==> src/hw/rtl/ppu_pkg.sv <==
// Shared types and constants for the perspective projection unit.
`timescale 1ns / 1ps
package ppu_pkg;

    // Operation selector carried in the input tuser.
    typedef enum logic [1:0] {
        FUNC_COLUMN = 2'd0,
        FUNC_ANGLE  = 2'd1,
        FUNC_CLAMP  = 2'd2,
        FUNC_ROW    = 2'd3
    } t_func;

    // Configuration register indexes.
    localparam logic CFG_SCREEN_WIDTH  = 1'b0;
    localparam logic CFG_SCREEN_HEIGHT = 1'b1;

    // Datapath widths.
    localparam int CORDIC_W     = 34;
    localparam int ANG_W        = 28;
    localparam int DIV_BITS     = 34;
    localparam int ATAN_ENTRIES = 24;

    typedef logic signed [CORDIC_W-1:0] t_cval;
    typedef logic signed [ANG_W-1:0]    t_ang;

    // Fixed-point constants.
    localparam t_ang PI_Q24      = 28'sd52707179;
    localparam t_ang HALF_PI_Q24 = 28'sd26353589;
    localparam logic signed [15:0] FOV_Q13 = 16'sd3146;
    localparam logic [16:0] INV_2TAN_Q16 = 17'd81104;
    localparam logic [17:0] ROW_SCALE    = 18'd256000;
    localparam logic [25:0] STEP_NUM     = 26'd65536000;
    localparam t_cval CORDIC_ONE         = 34'sd1073741824;
    localparam logic [12:0] RST_WIDTH_M1 = 13'd639;
    localparam logic [12:0] RST_HEIGHT   = 13'd480;

    // Arctangent of 2^-i in Q.24 radians.
    localparam t_ang ATAN_Q24 [ATAN_ENTRIES] = '{
        28'sd13176795, 28'sd7778716, 28'sd4110060, 28'sd2086331,
        28'sd1047214,  28'sd524117,  28'sd262123,  28'sd131069,
        28'sd65536,    28'sd32768,   28'sd16384,   28'sd8192,
        28'sd4096,     28'sd2048,    28'sd1024,    28'sd512,
        28'sd256,      28'sd128,     28'sd64,      28'sd32,
        28'sd16,       28'sd8,       28'sd4,       28'sd2
    };

    // Sideband that travels with each item down the cell chains.
    typedef struct packed {
        t_func              func;
        logic               spec;    // width of zero or one, zero atan2 input, or zero distance
        logic               neg;     // result sign before the magnitude divide
        logic               sat;     // column saturates
        logic               sat_lo;  // saturate toward the negative limit
        logic signed [15:0] ang;     // angle result for unproject and clamp
    } t_tag;

endpackage

==> src/hw/rtl/ppu_cordic_cell.sv <==
// One CORDIC micro-rotation cell, rotation mode for columns, vectoring for angles.
`timescale 1ns / 1ps
module ppu_cordic_cell
    import ppu_pkg::*;
#(
    parameter int STAGE_IDX = 0
) (
    input  logic  i_clk,
    input  logic  i_rst_n,
    input  logic  i_ce,
    input  logic  i_valid,
    input  t_cval i_x,
    input  t_cval i_y,
    input  t_ang  i_z,
    input  t_tag  i_tag,
    output logic  o_valid,
    output t_cval o_x,
    output t_cval o_y,
    output t_ang  o_z,
    output t_tag  o_tag
);

    logic  r_valid;
    t_cval r_x, r_y;
    t_ang  r_z;
    t_tag  r_tag;

    t_cval xs, ys, n_x, n_y;
    t_ang  n_z;
    logic  pos;

    // Rotate toward zero angle, or toward zero y when vectoring.
    always_comb begin
        xs  = i_x >>> STAGE_IDX;
        ys  = i_y >>> STAGE_IDX;
        pos = (i_tag.func == FUNC_COLUMN) ? !i_z[ANG_W-1] : i_y[CORDIC_W-1];
        n_x = i_x;
        n_y = i_y;
        n_z = i_z;
        if (i_tag.func == FUNC_COLUMN || i_tag.func == FUNC_ANGLE) begin
            if (pos) begin
                n_x = i_x - ys;
                n_y = i_y + xs;
                n_z = i_z - ATAN_Q24[STAGE_IDX];
            end else begin
                n_x = i_x + ys;
                n_y = i_y - xs;
                n_z = i_z + ATAN_Q24[STAGE_IDX];
            end
        end
    end

    // Valid bit.
    always_ff @(posedge i_clk) begin
        if (!i_rst_n) begin
            r_valid <= 1'b0;
        end else if (i_ce) begin
            r_valid <= i_valid;
        end
    end

    // Payload.
    always_ff @(posedge i_clk) begin
        if (i_ce) begin
            r_x   <= n_x;
            r_y   <= n_y;
            r_z   <= n_z;
            r_tag <= i_tag;
        end
    end

    assign o_valid = r_valid;
    assign o_x     = r_x;
    assign o_y     = r_y;
    assign o_z     = r_z;
    assign o_tag   = r_tag;

endmodule

==> config.mk <==
export PLATFORM = sky130hd
export DESIGN_NAME = ppu_cordic_cell
export DESIGN_NICKNAME = d
export VERILOG_FILES = /design/src/hw/rtl/ppu_pkg.sv /design/src/hw/rtl/ppu_cordic_cell.sv
export SDC_FILE = /design/constraint.sdc
export NUM_CORES = 1
export LEC_CHECK = 0
export BUFFER_PORTS_ARGS = -buffer_cell sky130_fd_sc_hd__buf_2
export CORE_MARGIN = 2
export CORE_UTILIZATION = 60
export CTS_CLUSTER_DIAMETER = 60
export CTS_CLUSTER_SIZE = 12
export DETAILED_ROUTE_END_ITERATION = 7
export PLACE_DENSITY = 0.83
export SYNTH_ARGS = -nofsm -noshare
export SYNTH_HDL_FRONTEND = slang
export SYNTH_SLANG_ARGS = --single-unit
==> constraint.sdc <==
create_clock -name i_clk -period 10.28 [get_ports i_clk]
set_input_delay 2.57 -clock i_clk [delete_from_list [all_inputs] [get_ports i_clk]]
set_output_delay 2.57 -clock i_clk [all_outputs]
set_load 0.05 [all_outputs]
# ---- Word level (Yosys, flattened, before mapping)
# Cells that the tools add are included.
dict set report classes {
  reduce_logical 3
  add_sub_neg 5
  eq_ne 1
  muxes 7
}
# operator n
set ops {}
lappend ops {{$mux W34} 4}
lappend ops {{$sub A34 B34 Y34} 2}
lappend ops {{$mux W28} 2}
lappend ops {{$add A34 B34 Y34} 1}
lappend ops {{$add A28 B25 Y28 const B} 1}
lappend ops {{$sub A28 B25 Y28 const B} 1}
lappend ops {{$eq A2 B1 Y1 const B} 1}
lappend ops {{$logic_not A2 Y1} 1}
lappend ops {{$logic_not A1 Y1} 1}
lappend ops {{$logic_or A1 B1 Y1} 1}
lappend ops {{$mux W1} 1}
dict set report totals {
  word_cells 26
  in_bits 122
  regBits 119
}

# ---- Depth between registers and ports, before layout
dict set report logic_depth {
  word_depth 4
  depth_mapped 20
  ltp_nobuf 15
}

# ---- Worst setup path after synthesis
# No wires, ideal clock.
dict set report synth_timing {
  path_kind {in2reg}
  startpoint {input i_z[27]}
  endpoint {register r_z[27] (netlist: o_z[27]), data pin}
  path_stages 19
  arrival_ps 6432
  slack_ps 3586
  n_path_buf 5
  setup_ps 262
  cell_sequence {or3_4 > and2_4 > buf_6 > inv_2 > buf_2 > buf_2 > buf_2 > buf_1 > ha_1 > and2_1 > nand3_1 > mux2_4 > o221a_1 > and2_4 > o31a_1 > a31oi_1 > a31oi_1 > a22oi_1 > nand3_1}
}
dict set report synth_between {
  elab_chain_len 4
  word_cells_on_any_way 6
  cone_classes {2 x add/sub; 3 x mux; 1 x reduce/logical}
}
# element line_no
set synth_rtl {}
lappend synth_rtl {{start: declaration} ppu_cordic_cell.sv:14} ;# input t_ang i_z,
lappend synth_rtl {{parallel branches: the longest is 3 deep, another holds $add A28 B25 Y28} n/a}
lappend synth_rtl {{$mux W28 *} ppu_cordic_cell.sv:40} ;# if (i_tag.func == FUNC_COLUMN || i_tag.func == FUNC_ANGLE) begin
lappend synth_rtl {{net n_z[27]} ppu_cordic_cell.sv:29} ;# t_ang n_z;
lappend synth_rtl {{end signal: assignment} ppu_cordic_cell.sv:67} ;# r_z <= n_z;
lappend synth_rtl {{end: declaration} ppu_cordic_cell.sv:25} ;# t_ang r_z;
# Mark *: on every way through the listed nets, which the timed path passes.
# A chain may end at the register's enable or synchronous reset.

# ---- Worst setup path in the final report
dict set report layout_timing {
  startpoint {input i_tag[21] (netlist bit)}
  endpoint {register r_z[27] (netlist: o_z[27]), data pin}
}
dict set report layout_between {
  elab_chain_len 4
  word_cells_on_any_way 6
  cone_classes {1 x eq/ne; 3 x mux; 2 x reduce/logical}
}
# element line_no
set layout_rtl {}
lappend layout_rtl {{start: declaration} ppu_cordic_cell.sv:15} ;# input t_tag i_tag,
lappend layout_rtl {{$logic_not A2 Y1} {ppu_cordic_cell.sv:36, ppu_cordic_cell.sv:40}}
lappend layout_rtl {{$mux W1} ppu_cordic_cell.sv:36} ;# pos = (i_tag.func == FUNC_COLUMN) ? !i_z[ANG_W-1] : i_y[CORDIC_W-1];
lappend layout_rtl {{$mux W28} ppu_cordic_cell.sv:41} ;# if (pos) begin
lappend layout_rtl {{$mux W28 *} ppu_cordic_cell.sv:40}
lappend layout_rtl {{net n_z[27]} ppu_cordic_cell.sv:29}
# The timed path passes the listed nets; every way through them passes the cells marked *.

==> key figures <==
Setup path
  – Worst EP required: 10450 ps
  – R2r startpoint: o_valid$_SDFFE_PN0P_
  – Worst path depth: 15
  – WS Path Type: primary input to flip-flop
  – Crit-path cells: buf_4 > o21ai_1 > and2_4 > inv_2 > ha_1 > and2_1 > nand3_1 > mux2_4 > o221a_1 > and2_4 > o31a_1 > a31oi_1 > a31oi_1 > a22oi_1 > nand3_1
  – Delay of the slowest critical-path stage: ~550 ps
  – Slowest cell on the critical path: buf_4
  – Critical path endpoint category: flip-flop
  – Crit path launch type: primary input
  – R2r worst-path depth: 2
  – Arr. time, crit path: 6620 ps
  – CP max FO: 71
  – CP Buf/Inv Count: 2
  – RR Endpoint: o_valid$_SDFFE_PN0P_
  – Top delay family on crit path: compound AO/OA/AOI/OAI gates
  – Flop2flop setup slack: 9680 ps

Logic synthesis
  – EDFF count, synth: 118
  – Ys Warns: 0
  – Yosys reg bits: 119
  – Top FF cell, synth: edfxtp_1
  – Post-synthesis async set-or-reset flop share: 0%
  – Syn avg cell area: 8.323 um2
  – Sequential area share after synthesis: 30.32%
  – Yosys top cell by area: edfxtp_1
  – Post-Syn Instances: between 1000 and 1500
  – Cell variety after synth: a little over 80
  – Synth Cell Area: 11750 um2
  – Synth top area share: 30.15%
  – Synth top area cells: edfxtp_1 (30%), ha_1 (12%), a21oi_1 (6.0%)
  – Syn nets: 1648

Power and ir drop
  – Combinational power share: 40.5%
  – Flop pwr share: between 30% and 40%
  – Max VDD drop: roughly 0.10 mV
  – Clock power frac: about 29%
  – Sw Pwr: 0.8197 mW
  – PwrDens: 151.9 nW/um2
  – Switching share of power: 39.66%
  – Int Power: 1.247 mW
  – Leak pwr: around 6.1 nW

CTS
  – Setup bufs post-CTS: 0
  – Reg clk slew, reported paths: 60 ps
  – Clk root buf: clkbuf_16
  – Clock Latency Late Sink: 420 ps
  – CTS Buffer Depth: 2
  – Hold buffers post-CTS: 0
  – CTS HTree Levels: 4
  – Cts repair resizes: 0
  – Number of buffers created by CTS: 17
  – CTS tree: yes
  – Clk sinks: between 100 and 150

STA
  – Final setup TNS: 0 ps
  – Slew @ Worst Pin: 1180 ps
  – Final hold vios: 0
  – RSZ-0062 raised after global routing: no
  – Fin crit share: 62.79%
  – Worst slew margin: a little over a fifth
  – Period minus WS final: roughly 6500 ps
  – Final worst slack: 3825 ps
  – Setup Skew: 0 ps
  – Max frequency: around 150 MHz
  – Max-slew violations: 0
  – Final setup vio count: 0

Layout
  – Fin nets: 1834
  – Synth-to-layout area growth: 15.79%
  – Fin area: 13610 um2
  – Share of cells above drive strength 1: 18.44%

Job
  – Max_cap viols: 0

Drt
  – Vias post-DR: 11550
  – Via/cell ratio: just over 6
  – Post-DRT Antenna Nets: 0
  – Routed len/inst: 17.95 um
  – Drt pass-1 iters: 6
  – WL final: 33730 um
  – DRT iter0 DRCs: ~900
  – # DRC: 0

Floorplanning
  – # rows: approximately 50
  – Die Y: 144.0 um
  – Die ar.: roughly 21000 um2
  – CORE AREA: 19330 um2
  – Top Ports: between 200 and 250
  – Die Wd: 144.0 um
  – Starting Density: 60.78%

Placed design
  – Port Buffers: 240
  – Placed cell areas: 13010 um2
  – Setup slack after placement: approximately 3500 ps
  – HPWL after DPL: 24880 um
  – GP Congestion: 0.9891

GRT
  – Vias in the first global route: 10810
  – Largest net degree at the start of global routing: 93
  – Grt ovf: 0
  – Gr usage total: 31.53%
  – First-pass GRT wire length: between 50000 and 60000 um
  – Initial antenna violation count: 3

Worst hold path
  – Hold Path Stages: 2
  – Hold Crit Start: o_valid$_SDFFE_PN0P_
  – Min-Delay Endpoint: o_valid$_SDFFE_PN0P_
  – Min-Delay Path Class: flip-flop to flip-flop

Run status
  – Status: complete, no violations
==> metrics by stage <==
step	util, %	hold slack, ps	instances	power (mW)
floorplan	-	742.9	1412	1.253
CTS	70.34	532.4	1876	2.064
global route	70.36	541.7	1877	2.154
global placement	67.30	502.6	1844	1.445
detailed placement	67.30	522.4	1844	1.455
finish	70.38	528.3	1879	2.066
==> worst register-to-register path: stages, from the launching register on <==
cell     delay (ps)
dfxtp_1         310
mux2i_1         120
nor2b_1          60
==> sequential cells by signal, indices dropped and copies added (netlist names) <==
signal,flops
o_tag,22
o_y,34
o_x,34
o_valid,1
o_z,28
==> layout by cell type (no fill, tap or decap), types with 6 or more instances in the layout <==
cell	instances
nand3b_1	6
xnor2_1	61
nor3_1	34
a21oi_1	140
or3_1	14
xor2_1	22
a211oi_1	22
nand2_1	88
nor2b_1	16
o21a_1	21
buf_4	7
nand3_1	20
ha_1	111
nand4_1	15
a31oi_1	13
mux2i_1	33
a2111oi_0	6
inv_1	110
o21ai_1	13
or4_1	10
o31ai_1	13
clkbuf_16	17
or2_2	7
and3_1	8
nand2b_1	9
a21o_1	40
buf_2	238
a211o_1	6
edfxtp_1	118
nor2_1	135
o21ai_0	106
o21bai_1	24
o211ai_1	16
and2_1	7
==> power by group through the flow <==
| stage | Clock (mW) | Combinational [mW] | Sequential, mW |
|---|---|---|---|
| after detailed placement | 0 | 0.820 | 0.634 |
| after global routing | 0.625 | 0.898 | 0.631 |
| after global placement | 0 | 0.810 | 0.634 |
| after CTS | 0.613 | 0.826 | 0.625 |
| after floorplan | 0 | 0.410 | 0.843 |
| final | 0.606 | 0.836 | 0.625 |
==> layer usage <==
metal	global-route usage [%]	routed length [um]	vias to the layer above	part of all wire [%]
met3	5.598	2562	113	7.6
met5	0	0	-	0
li1	-	-	5488	-
met2	53.36	16060	567	48
met1	39.11	13790	5384	41
met4	14.60	1311	0	3.9
==> worst max path at each step <==
stage	from	end	slack (ps)
2_1_floorplan	i_z[27]	o_z[27]$_DFFE_PP_	3590
3_3_place_gp	i_tag[21]	o_z[27]$_DFFE_PP_	3610
3_5_place_dp	i_tag[21]	o_z[27]$_DFFE_PP_	3460
4_1_cts	i_tag[21]	o_z[27]$_DFFE_PP_	3880
5_1_grt	i_tag[21]	o_z[27]$_DFFE_PP_	3500
6_report	i_tag[21]	o_z[27]$_DFFE_PP_	3820
==> Yosys cell counts (6+ instances only) <==
| cell type | number |
|---|---|
| or2_2 | 7 |
| nand3b_1 | 6 |
| and2_1 | 7 |
| or3_1 | 14 |
| inv_1 | 111 |
| a211oi_1 | 22 |
| nand4_1 | 15 |
| nand2b_1 | 9 |
| o21ai_1 | 13 |
| xor2_1 | 22 |
| xnor2_1 | 61 |
| nor2b_1 | 16 |
| o31ai_1 | 13 |
| a31oi_1 | 13 |
| or4_1 | 10 |
| a21oi_1 | 140 |
| o21a_1 | 21 |
| buf_2 | 12 |
| nor2_1 | 135 |
| nand3_1 | 20 |
| clkbuf_1 | 47 |
| o21bai_1 | 24 |
| o21ai_0 | 106 |
| mux2i_1 | 33 |
| o211ai_1 | 16 |
| buf_1 | 18 |
| ha_1 | 111 |
| a21o_1 | 40 |
| a2111oi_0 | 6 |
| and3_1 | 8 |
| nand2_1 | 88 |
| nor3_1 | 34 |
| edfxtp_1 | 118 |
| a211o_1 | 6 |
==> logic make-up after synthesis <==
logic type | count (synthesis) | synth area share, %
compound gates | 481 | 26.02
simple gates | 387 | 15.76
buf+inv | 193 | 6.356
flops | 119 | 30.32
fa+ha+maj | 114 | 12.33
xor+xnor | 83 | 6.185
mux | 35 | 3.034
==> final cells by class <==
class,instances,area [um2]
well taps,265,331.6
clock inverters,13,155.1
diodes,3,7.507
fillers,1637,5727
repair buffers,245,1244
inverters,115,431.7
clock buffers,19,432.9
multi-input cells,1100,7442
flip-flops and latches,119,3563
(Power assumes the default switching activity.)
