==> src/hw/rtl/ppu_pkg.sv <==
// Shared types and constants for the perspective projection unit.
`timescale 1ns / 1ps
package ppu_pkg;

    // Operation selector carried in the input tuser.
    typedef enum logic [1:0] {
        FUNC_COLUMN = 2'd0,
        FUNC_ANGLE  = 2'd1,
        FUNC_CLAMP  = 2'd2,
        FUNC_ROW    = 2'd3
    } t_func;

    // Configuration register indexes.
    localparam logic CFG_SCREEN_WIDTH  = 1'b0;
    localparam logic CFG_SCREEN_HEIGHT = 1'b1;

    // Datapath widths.
    localparam int CORDIC_W     = 34;
    localparam int ANG_W        = 28;
    localparam int DIV_BITS     = 34;
    localparam int ATAN_ENTRIES = 24;

    typedef logic signed [CORDIC_W-1:0] t_cval;
    typedef logic signed [ANG_W-1:0]    t_ang;

    // Fixed-point constants.
    localparam t_ang PI_Q24      = 28'sd52707179;
    localparam t_ang HALF_PI_Q24 = 28'sd26353589;
    localparam logic signed [15:0] FOV_Q13 = 16'sd3146;
    localparam logic [16:0] INV_2TAN_Q16 = 17'd81104;
    localparam logic [17:0] ROW_SCALE    = 18'd256000;
    localparam logic [25:0] STEP_NUM     = 26'd65536000;
    localparam t_cval CORDIC_ONE         = 34'sd1073741824;
    localparam logic [12:0] RST_WIDTH_M1 = 13'd639;
    localparam logic [12:0] RST_HEIGHT   = 13'd480;

    // Arctangent of 2^-i in Q.24 radians.
    localparam t_ang ATAN_Q24 [ATAN_ENTRIES] = '{
        28'sd13176795, 28'sd7778716, 28'sd4110060, 28'sd2086331,
        28'sd1047214,  28'sd524117,  28'sd262123,  28'sd131069,
        28'sd65536,    28'sd32768,   28'sd16384,   28'sd8192,
        28'sd4096,     28'sd2048,    28'sd1024,    28'sd512,
        28'sd256,      28'sd128,     28'sd64,      28'sd32,
        28'sd16,       28'sd8,       28'sd4,       28'sd2
    };

    // Sideband that travels with each item down the cell chains.
    typedef struct packed {
        t_func              func;
        logic               spec;    // width of zero or one, zero atan2 input, or zero distance
        logic               neg;     // result sign before the magnitude divide
        logic               sat;     // column saturates
        logic               sat_lo;  // saturate toward the negative limit
        logic signed [15:0] ang;     // angle result for unproject and clamp
    } t_tag;

endpackage

==> src/hw/rtl/ppu_div_cell.sv <==
// One restoring-division cell: one quotient bit for each of two lanes sharing a divisor.
`timescale 1ns / 1ps
module ppu_div_cell
    import ppu_pkg::*;
(
    input  logic                i_clk,
    input  logic                i_rst_n,
    input  logic                i_ce,
    input  logic                i_valid,
    input  logic [31:0]         i_div,
    input  logic [31:0]         i_rem_a,
    input  logic [DIV_BITS-1:0] i_acc_a,
    input  logic [31:0]         i_rem_b,
    input  logic [DIV_BITS-1:0] i_acc_b,
    input  t_tag                i_tag,
    output logic                o_valid,
    output logic [31:0]         o_div,
    output logic [31:0]         o_rem_a,
    output logic [DIV_BITS-1:0] o_acc_a,
    output logic [31:0]         o_rem_b,
    output logic [DIV_BITS-1:0] o_acc_b,
    output t_tag                o_tag
);

    logic                r_valid;
    logic [31:0]         r_div, r_rem_a, r_rem_b;
    logic [DIV_BITS-1:0] r_acc_a, r_acc_b;
    t_tag                r_tag;

    logic [32:0] trial_a, trial_b, diff_a, diff_b;
    logic        ge_a, ge_b;

    // Shift the next dividend bit into the remainder and try the subtract.
    // The accumulator loses dividend bits at the top and gains quotient bits at the bottom.
    always_comb begin
        trial_a = {i_rem_a, i_acc_a[DIV_BITS-1]};
        trial_b = {i_rem_b, i_acc_b[DIV_BITS-1]};
        diff_a  = trial_a - {1'b0, i_div};
        diff_b  = trial_b - {1'b0, i_div};
        ge_a    = trial_a >= {1'b0, i_div};
        ge_b    = trial_b >= {1'b0, i_div};
    end

    always_ff @(posedge i_clk) begin
        if (!i_rst_n) begin
            r_valid <= 1'b0;
        end else if (i_ce) begin
            r_valid <= i_valid;
        end
    end

    always_ff @(posedge i_clk) begin
        if (i_ce) begin
            r_div   <= i_div;
            r_rem_a <= ge_a ? diff_a[31:0] : trial_a[31:0];
            r_rem_b <= ge_b ? diff_b[31:0] : trial_b[31:0];
            r_acc_a <= {i_acc_a[DIV_BITS-2:0], ge_a};
            r_acc_b <= {i_acc_b[DIV_BITS-2:0], ge_b};
            r_tag   <= i_tag;
        end
    end

    assign o_valid = r_valid;
    assign o_div   = r_div;
    assign o_rem_a = r_rem_a;
    assign o_acc_a = r_acc_a;
    assign o_rem_b = r_rem_b;
    assign o_acc_b = r_acc_b;
    assign o_tag   = r_tag;

endmodule

==> config.mk <==
export PLATFORM = sky130hd
export DESIGN_NAME = ppu_div_cell
export DESIGN_NICKNAME = d
export VERILOG_FILES = /design/src/hw/rtl/ppu_pkg.sv /design/src/hw/rtl/ppu_div_cell.sv
export SDC_FILE = /design/constraint.sdc
export NUM_CORES = 1
export LEC_CHECK = 0
export ABC_AREA = 1
export ABC_CLOCK_PERIOD_IN_PS = 2500
export BUFFER_PORTS_ARGS = -buffer_cell sky130_fd_sc_hd__buf_2
export CORE_MARGIN = 2
export CORE_UTILIZATION = 50
export CTS_CLUSTER_DIAMETER = 40
export DETAILED_ROUTE_END_ITERATION = 16
export PLACE_DENSITY = 0.79
export SLEW_MARGIN = 20
export SYNTH_ARGS = -nofsm -noshare
export SYNTH_HDL_FRONTEND = slang
export SYNTH_SLANG_ARGS = --single-unit
==> constraint.sdc <==
create_clock -name i_clk -period 2.5 [get_ports i_clk]
set_input_delay 0.5 -clock i_clk [delete_from_list [all_inputs] [get_ports i_clk]]
set_output_delay 0.5 -clock i_clk [all_outputs]
set_load 0.03 [all_outputs]
## After elaboration in Yosys (flattened, before gate mapping)

Cells that the tools add are included.

| word-level totals | value |
|---|---|
| flip-flop bits (word level) | 187 |
| output and inout bits | 187 |
| word-level logic and storage cells | 18 |

| cells by class | value |
|---|---|
| $add $sub $neg | 2 |
| order comparisons | 2 |
| mux-type cells | 2 |

Operator list:

| cell | count |
|---|---|
| greater-or-equal comparator 33 x 32 -> 1 bit | 2 |
| 2-to-1 mux 32 bit | 2 |
| subtractor 32 bit | 2 |

## Longest topological paths before layout

Gate-level depths: netlist of the first run.

| depth | value |
|---|---|
| word-level depth | 2 |
| depth in mapped cells | 16 |

## Least setup slack after synthesis of the first run

No wires, ideal clock.

| timing path | value |
|---|---|
| kind | input-to-reg |
| start | input i_div[28] |
| end | register r_rem_a[21] (netlist: o_rem_a[21]) (data pin) |
| data arrival time | 1.953 ns |
| required time | 2.248 ns |
| setup slack | 0.295 ns |
| cell stages on the path | 13 |
| path buffers | 1 |
| cell sequence | inv_1 > ha_1 > nand2_2 > inv_1 > nand2_1 > nand2_1 > nand2_1 > nand2_1 > a21oi_1 > nand4_4 > buf_12 > nand2_1 > nand2_1 |

| on the way | value |
|---|---|
| longest elaborated chain between the ends | 2 |

Ends and longest elaborated chain:

| element | line | RTL |
|---|---|---|
| start: declaration | ppu_div_cell.sv:10 | `input logic [31:0] i_div,` |
| greater-or-equal comparator 33 x 32 -> 1 bit | ppu_div_cell.sv:40 | `ge_a = trial_a >= {1'b0, i_div};` |
| named net ge_a | ppu_div_cell.sv:31 | `logic ge_a, ge_b;` |
| 2-to-1 mux 32 bit | ppu_div_cell.sv:55 | `r_rem_a <= ge_a ? diff_a[31:0] : trial_a[31:0];` |
| end signal: assignment | ppu_div_cell.sv:55 |  |
| end: declaration | ppu_div_cell.sv:26 | `logic [31:0] r_div, r_rem_a, r_rem_b;` |

The timed path passes the listed nets, and every way through them passes these cells.
A chain may end at the register's enable or synchronous reset.

## Worst setup path after layout of the first run

| timing path | value |
|---|---|
| start | input i_div[24] |
| end | register r_rem_a[21] (netlist: o_rem_a[21]) (data pin) |

| on the way | value |
|---|---|
| longest elaborated chain between the ends | 2 |

Ends and longest elaborated chain:

| element | line |
|---|---|
| greater-or-equal comparator 33 x 32 -> 1 bit | ppu_div_cell.sv:40 |
| 2-to-1 mux 32 bit | ppu_div_cell.sv:55 |

No other way between the ends.

==> reports/metrics.yaml, run 1 <==
status: "finished clean"
numCtsBuffers: 17
ctsHoldBuffers: 0
die_area_um2: 25100
initial_core_util_pct: 50.8
reg2reg_depth: 2
setup_viol: 0
grt_pass1_vias: 11113
cp_max_fo: 13
io_buffers: 376
worst_pin_slew_ns: 0.470
hold_viol: 0
htree_num_levels: 4
hold_start: "i_acc_a[18]"
grtUsageTotal_pct: 30.8
fmax_mhz: 448
syn-cell-area_um2: 11900
synthAdderAreaFrac_pct: 7.05
final_common_cell: "nand2_1"
row_count: 56
post_cts_resized: 0
clkTransAtPathRegs_ns: 0.08
synth_compound_area_share_pct: 1.83
final_max_slew_viol_count: 0
antenna_found_initial: 0
dpl.hpwl_um: 32600
multi_input_area_um2: 5050
slew_headroom_pct: 68.6
gp_congestion: 0.972
fin_skew_ns: 0
core-area_um2: 23500
die_w_um: 158
final_cell_mix: "nand2_1, buf_2, inv_1, edfxtp_1, nand3_1"
hold_path_depth: 1
hold_slack_ns: 0.225
required_ns: 2.70
synth_top_family_by_area: "simple AND/OR/NAND/NOR gates"
synthSimpleGateAreaFrac_pct: 31.4
worst_slack_ns: 0.269
routed_via_density: 4.92
cp-end-kind: "flop"
post-cts-setup-buffers: 0
rsz0062_at_grt: "no"
muxShareOfSynthArea_pct: 0
p_leak_nw: 8.67
clockBufferDepth: 2
chipHeight_um: 158
cts_tree: "built"
fin_crit_sh_pct: 89.2
synth_seq_cells: 187
grt_max_degree: 64
first_pass_iters: 5
synthXorXnorAreaFrac_pct: 2.06
regArea_um2: 5610
power_density_nw_per_um2: 627
fin_crit_ns: 2.23
insertion_delay_ns: 0.43
ant_nets: 0
cts_root_buffer: "clkbuf_16"
drtIter0Drc: 841
cts.sinks: 187
overflow: 0
hp-class: "primary input to flop"
ios: 377
min_to: "o_acc_a[19]$_DFFE_PP_"
syn_area_per_cell_um2: 7.73
yosysSeqAreaShare_pct: 47.0
postSynthNetCount: 1799
peakVddDrop_mv: 0.380
yosys_warnings: 0
drcViolationCount: 0
area_delta_synth_final_pct: 31.3
drive_gt1_share_pct: 27.2
reg2reg_from: "o_valid$_SDFFE_PN0P_"
drt-total-wl_um: 39400
critPathArrivalTime_ns: 2.43
worstReg2RegEnd: "o_valid$_SDFFE_PN0P_"
rrSetupSlack_ns: 1.80
fillers: 2026
ys_types: 33
crit_path_start_kind: "primary input"
vias: 11661
dp_slack_ns: -0.148
insertedDiodeCount: 0
worstSetupPathType: "primary input to flop"
grt_pass1_wl_um: 58000
syn_inst: 1543
post_drt_wl_per_cell_um: 16.7
nets: 2292
drv_cap: 0
setup_tns_ns: 0
## cells by family (layout without fill, tap and decap cells)
group           Yosys count  in the layout
buf+inv                 319            825
simple gates            901            901
compound gates           42             42
fa+ha+maj                66             66
xor+xnor                 28             28
flops                   187            187
## layer usage
metal	global-route usage [%]	share of wire, %	up-vias
met4	11.4	3.2	0
li1	-	-	5803
met2	58.4	52	410
met1	34.8	38	5377
met5	0	0	-
met3	4.76	6.0	71
## how the worst max path moves through the flow
stage	from	depth (start not counted)	slack (ns)	to
2_1_floorplan	i_div[28]	13	0.29	o_rem_a[21]$_DFFE_PP_
3_3_place_gp	i_div[30]	14	-0.09	o_rem_a[21]$_DFFE_PP_
3_5_place_dp	i_div[24]	14	-0.15	o_rem_a[21]$_DFFE_PP_
4_1_cts	i_div[28]	12	0.30	o_rem_a[21]$_DFFE_PP_
5_1_grt	i_div[17]	14	0.13	o_rem_b[14]$_DFFE_PP_
6_report	i_div[24]	14	0.27	o_rem_a[21]$_DFFE_PP_
## area by class of cell
class                           instances  area share [%]
Multi-Input combinational cell       1037            32.2
Sequential cell                       187            35.8
Inverter                              300            7.19
Tap cell                              319            2.55
Timing Repair Buffer                  493            18.3
Clock inverter                         15            1.23
Clock buffer                           17            2.72
## metrics by stage
stage	total power (W)	area (um^2)	utilization (%)	std cells
2_1_floorplan	0.00585	11900	-	1543
4_1_cts	0.00983	15700	66.7	2368
6_report	0.00981	15700	66.7	2368
5_1_grt	0.0102	15700	66.7	2368
3_3_place_gp	0.00699	15000	64.1	2336
3_5_place_dp	0.00704	15000	64.1	2336
## synth_stat cells, drive strengths merged
cell type,count,share of area [%]
nor2,88,2.9
ha,64,6.7
edfxtp,186,47
a21o,1,0.063
or2,1,0.052
xnor2,2,0.15
nand4,10,0.65
nand2,649,21
fa,2,0.34
inv,300,9.4
o21ai,1,0.042
nor3,18,0.89
and2,9,0.47
o21bai,2,0.13
xor2,26,1.9
buf,19,1.2
nand3,123,5.3
a21oi,38,1.6
dfxtp,1,0.17
nand3b,3,0.22
## report_power, final
| group | leakage, nW | switching [W] | internal [W] |
|---|---|---|---|
| Sequential | 1.83 | 0.0000807 | 0.00384 |
| Combinational | 6.55 | 0.00205 | 0.00102 |
| Clock | 0.299 | 0.00145 | 0.00137 |
## worst max-delay path: stages
cell	delay, ns
buf_2	0.10
inv_1	0.08
ha_1	0.38
nand2_1	0.14
inv_1	0.06
nand2_1	0.06
nand2_1	0.07
inv_1	0.06
nand2_1	0.08
a21oi_1	0.29
nand4_4	0.25
buf_12	0.22
nand2_1	0.08
nand2_1	0.05
## registers in the layout, indices dropped and copies added, names as in the netlist
signal	flops
o_acc_b	34
o_div	32
o_rem_a	32
o_tag	22
o_rem_b	32
o_acc_a	34
o_valid	1
(Power assumes the default switching activity.)
==> inputs of run 2 (changes only) <==
--- a/config.mk
+++ b/config.mk
@@ -12,7 +12,7 @@
 export CORE_UTILIZATION = 50
 export CTS_CLUSTER_DIAMETER = 40
 export DETAILED_ROUTE_END_ITERATION = 16
-export PLACE_DENSITY = 0.79
+export PLACE_DENSITY = 0.78
 export SLEW_MARGIN = 20
 export SYNTH_ARGS = -nofsm -noshare
 export SYNTH_HDL_FRONTEND = slang
==> run 2 against run 1 <==
  * Clock power hardly changed
  * First-iteration DRC count is 4.9% lower
  * Non-clock buffer count is 10 higher
  * Count of clock-buffer cells in the layout stayed put
  * Clock skew stayed put
  * Worst setup slack worse by 0.040 ns
  * Largest cell class unchanged
  * Largest power group unchanged
==> reports/metrics.yaml, run 2 (synthesized netlist as in run 1, its figures left out) <==
drtIter0Drc: 800  # -4.9%
setup_tns_ns: 0  # unchanged
clkTransAtPathRegs_ns: 0.09  # about the same
post-cts-setup-buffers: 0  # unchanged
initial_core_util_pct: 50.8  # unchanged
first_pass_iters: 5  # unchanged
gr-max-usage-layer: "met2"
final_cell_mix: "nand2_1, buf_2, inv_1, edfxtp_1, nand3_1"
io_buffers: 376  # unchanged
chipHeight_um: 158  # unchanged
crit_path_start_kind: "primary input"
worst_slack_ns: 0.229  # -0.0398 ns
grtUsageMet1_pct: 35.4  # +0.57 points
ios: 377  # unchanged
grt_max_degree: 51  # -20%
drt-total-wl_um: 39700  # +0.54%
fin_crit_sh_pct: 90.8  # +1.6 points
grt_pass1_wl_um: 58700  # +1.3%
hold_viol: 0  # unchanged
cp_max_fo: 33  # +20
p_leak_nw: 8.74  # +0.78%
crit_chain: "buf_2, inv_1, ha_1, buf_4, nand2_1, inv_1, nand2_1, nand3b_2, nand2_2, nand2_2, nand2_2, nand2_2, nand2_4, nand2_4, nand2_1, nand2_1"
die_w_um: 158  # unchanged
status: "finished clean"
critPathArrivalTime_ns: 2.45  # +0.02 ns
fin_skew_ns: 0  # unchanged
overflow: 0  # unchanged
slew_headroom_pct: 74.2  # +5.6 points
slowest_stage: "ha_1"
path_buf_inv: 4  # -1
ant_nets: 0  # unchanged
worstSetupPathType: "primary input to flop"
insertion_delay_ns: 0.44  # about the same
peakVddDrop_mv: 0.485  # +28%
htree_num_levels: 4  # unchanged
final_max_slew_viol_count: 0  # unchanged
grt_pass1_vias: 11286  # +1.6%
cts.sinks: 187  # unchanged
worst_pin_slew_ns: 0.386  # -0.0843 ns
cts_tree: "built"
total_power_w: 0.00985  # +0.40%
core-area_um2: 23500  # unchanged
drv_cap: 0  # unchanged
routed_via_density: 4.93  # +0.13%
die_area_um2: 25100  # unchanged
antenna_found_initial: 1  # +1
ctsHoldBuffers: 0  # unchanged
drcViolationCount: 0  # unchanged
drive_gt1_share_pct: 27.5  # +0.35 points
met2_usage_pct: 55.4  # -3.0 points
setup_viol: 0  # unchanged
final_core_util_pct: 67.3  # +0.55 points
grtUsageTotal_pct: 31.1  # +0.30 points
cp-end-kind: "flop"
post_drt_wl_per_cell_um: 16.7  # about the same
cts_root_buffer: "clkbuf_16"
clockBufferDepth: 2  # unchanged
post_cts_resized: 0  # unchanged
dp_slack_ns: -0.180  # -0.0313 ns
cp_slowest_stage_delay_ns: 0.33  # -0.05 ns
nets: 2302  # +0.44%
numCtsBuffers: 17  # unchanged
dpl.hpwl_um: 33100  # +1.6%
fmax_mhz: 440  # -1.8%
final_common_cell: "nand2_1"
vias: 11730  # +0.59%
cp_top_family: "simple AND/OR/NAND/NOR gates"
row_count: 56  # unchanged
hold_slack_ns: 0.228  # +0.00323 ns
hp-class: "primary input to flop"
area_delta_synth_final_pct: 32.4
gr-usage-met3_pct: 5.55  # +0.79 points
power_density_nw_per_um2: 624  # -0.43%
fin_crit_ns: 2.27  # +0.0398 ns
required_ns: 2.68  # -0.02 ns
rsz0062_at_grt: "no"
gp_congestion: 1.01  # +3.9%
-- run 2: cell count changes in the layout (fill, tap and decap cells not counted), sizes merged --
cell / before / now
diode: 0 / 1
clkbuf: 17 / 18
buf: 493 / 502
-- run 2: path summary, 6_finish.rpt --
check / from / cells after the start / endpoint / slack, ns
min: i_acc_b[13] / 1 / o_acc_b[14]$_DFFE_PP_ / 0.23
max reg2reg: o_valid$_SDFFE_PN0P_ / 2 / o_valid$_SDFFE_PN0P_ / 1.84
min reg2reg: o_valid$_SDFFE_PN0P_ / 2 / o_valid$_SDFFE_PN0P_ / 0.58
max: i_div[3] / 16 / o_rem_b[4]$_DFFE_PP_ / 0.23
-- run 2: metal layers --
metal / vias to the layer above / routed length [um]
met3: 124 / 2910
met4: 0 / 2360
li1: 5828 / -
met2: 494 / 19600
met1: 5284 / 14800
met5: - / 0
-- run 2: area by class of cell --
cell class,count,area (um^2)
inverters,300,1130
multi-input cells,1037,5050
flip-flops and latches,187,5610
well taps,319,399
clock buffers,17,425
diodes,1,2.50
fillers,1972,7680
repair buffers,503,2990
clock inverters,15,193
-- run 2: power breakdown --
part | switching [W] | internal, W
clock | 0.00145 | 0.00138
sequential | 0.0000789 | 0.00384
combinational | 0.00206 | 0.00105
total | 0.00359 | 0.00627
-- run 2: metrics by stage --
stage	area, um^2	instances
floorplan	11900	1543
global placement	15200	2346
detailed placement	15200	2346
CTS	15800	2378
global route	15800	2379
finish	15800	2379
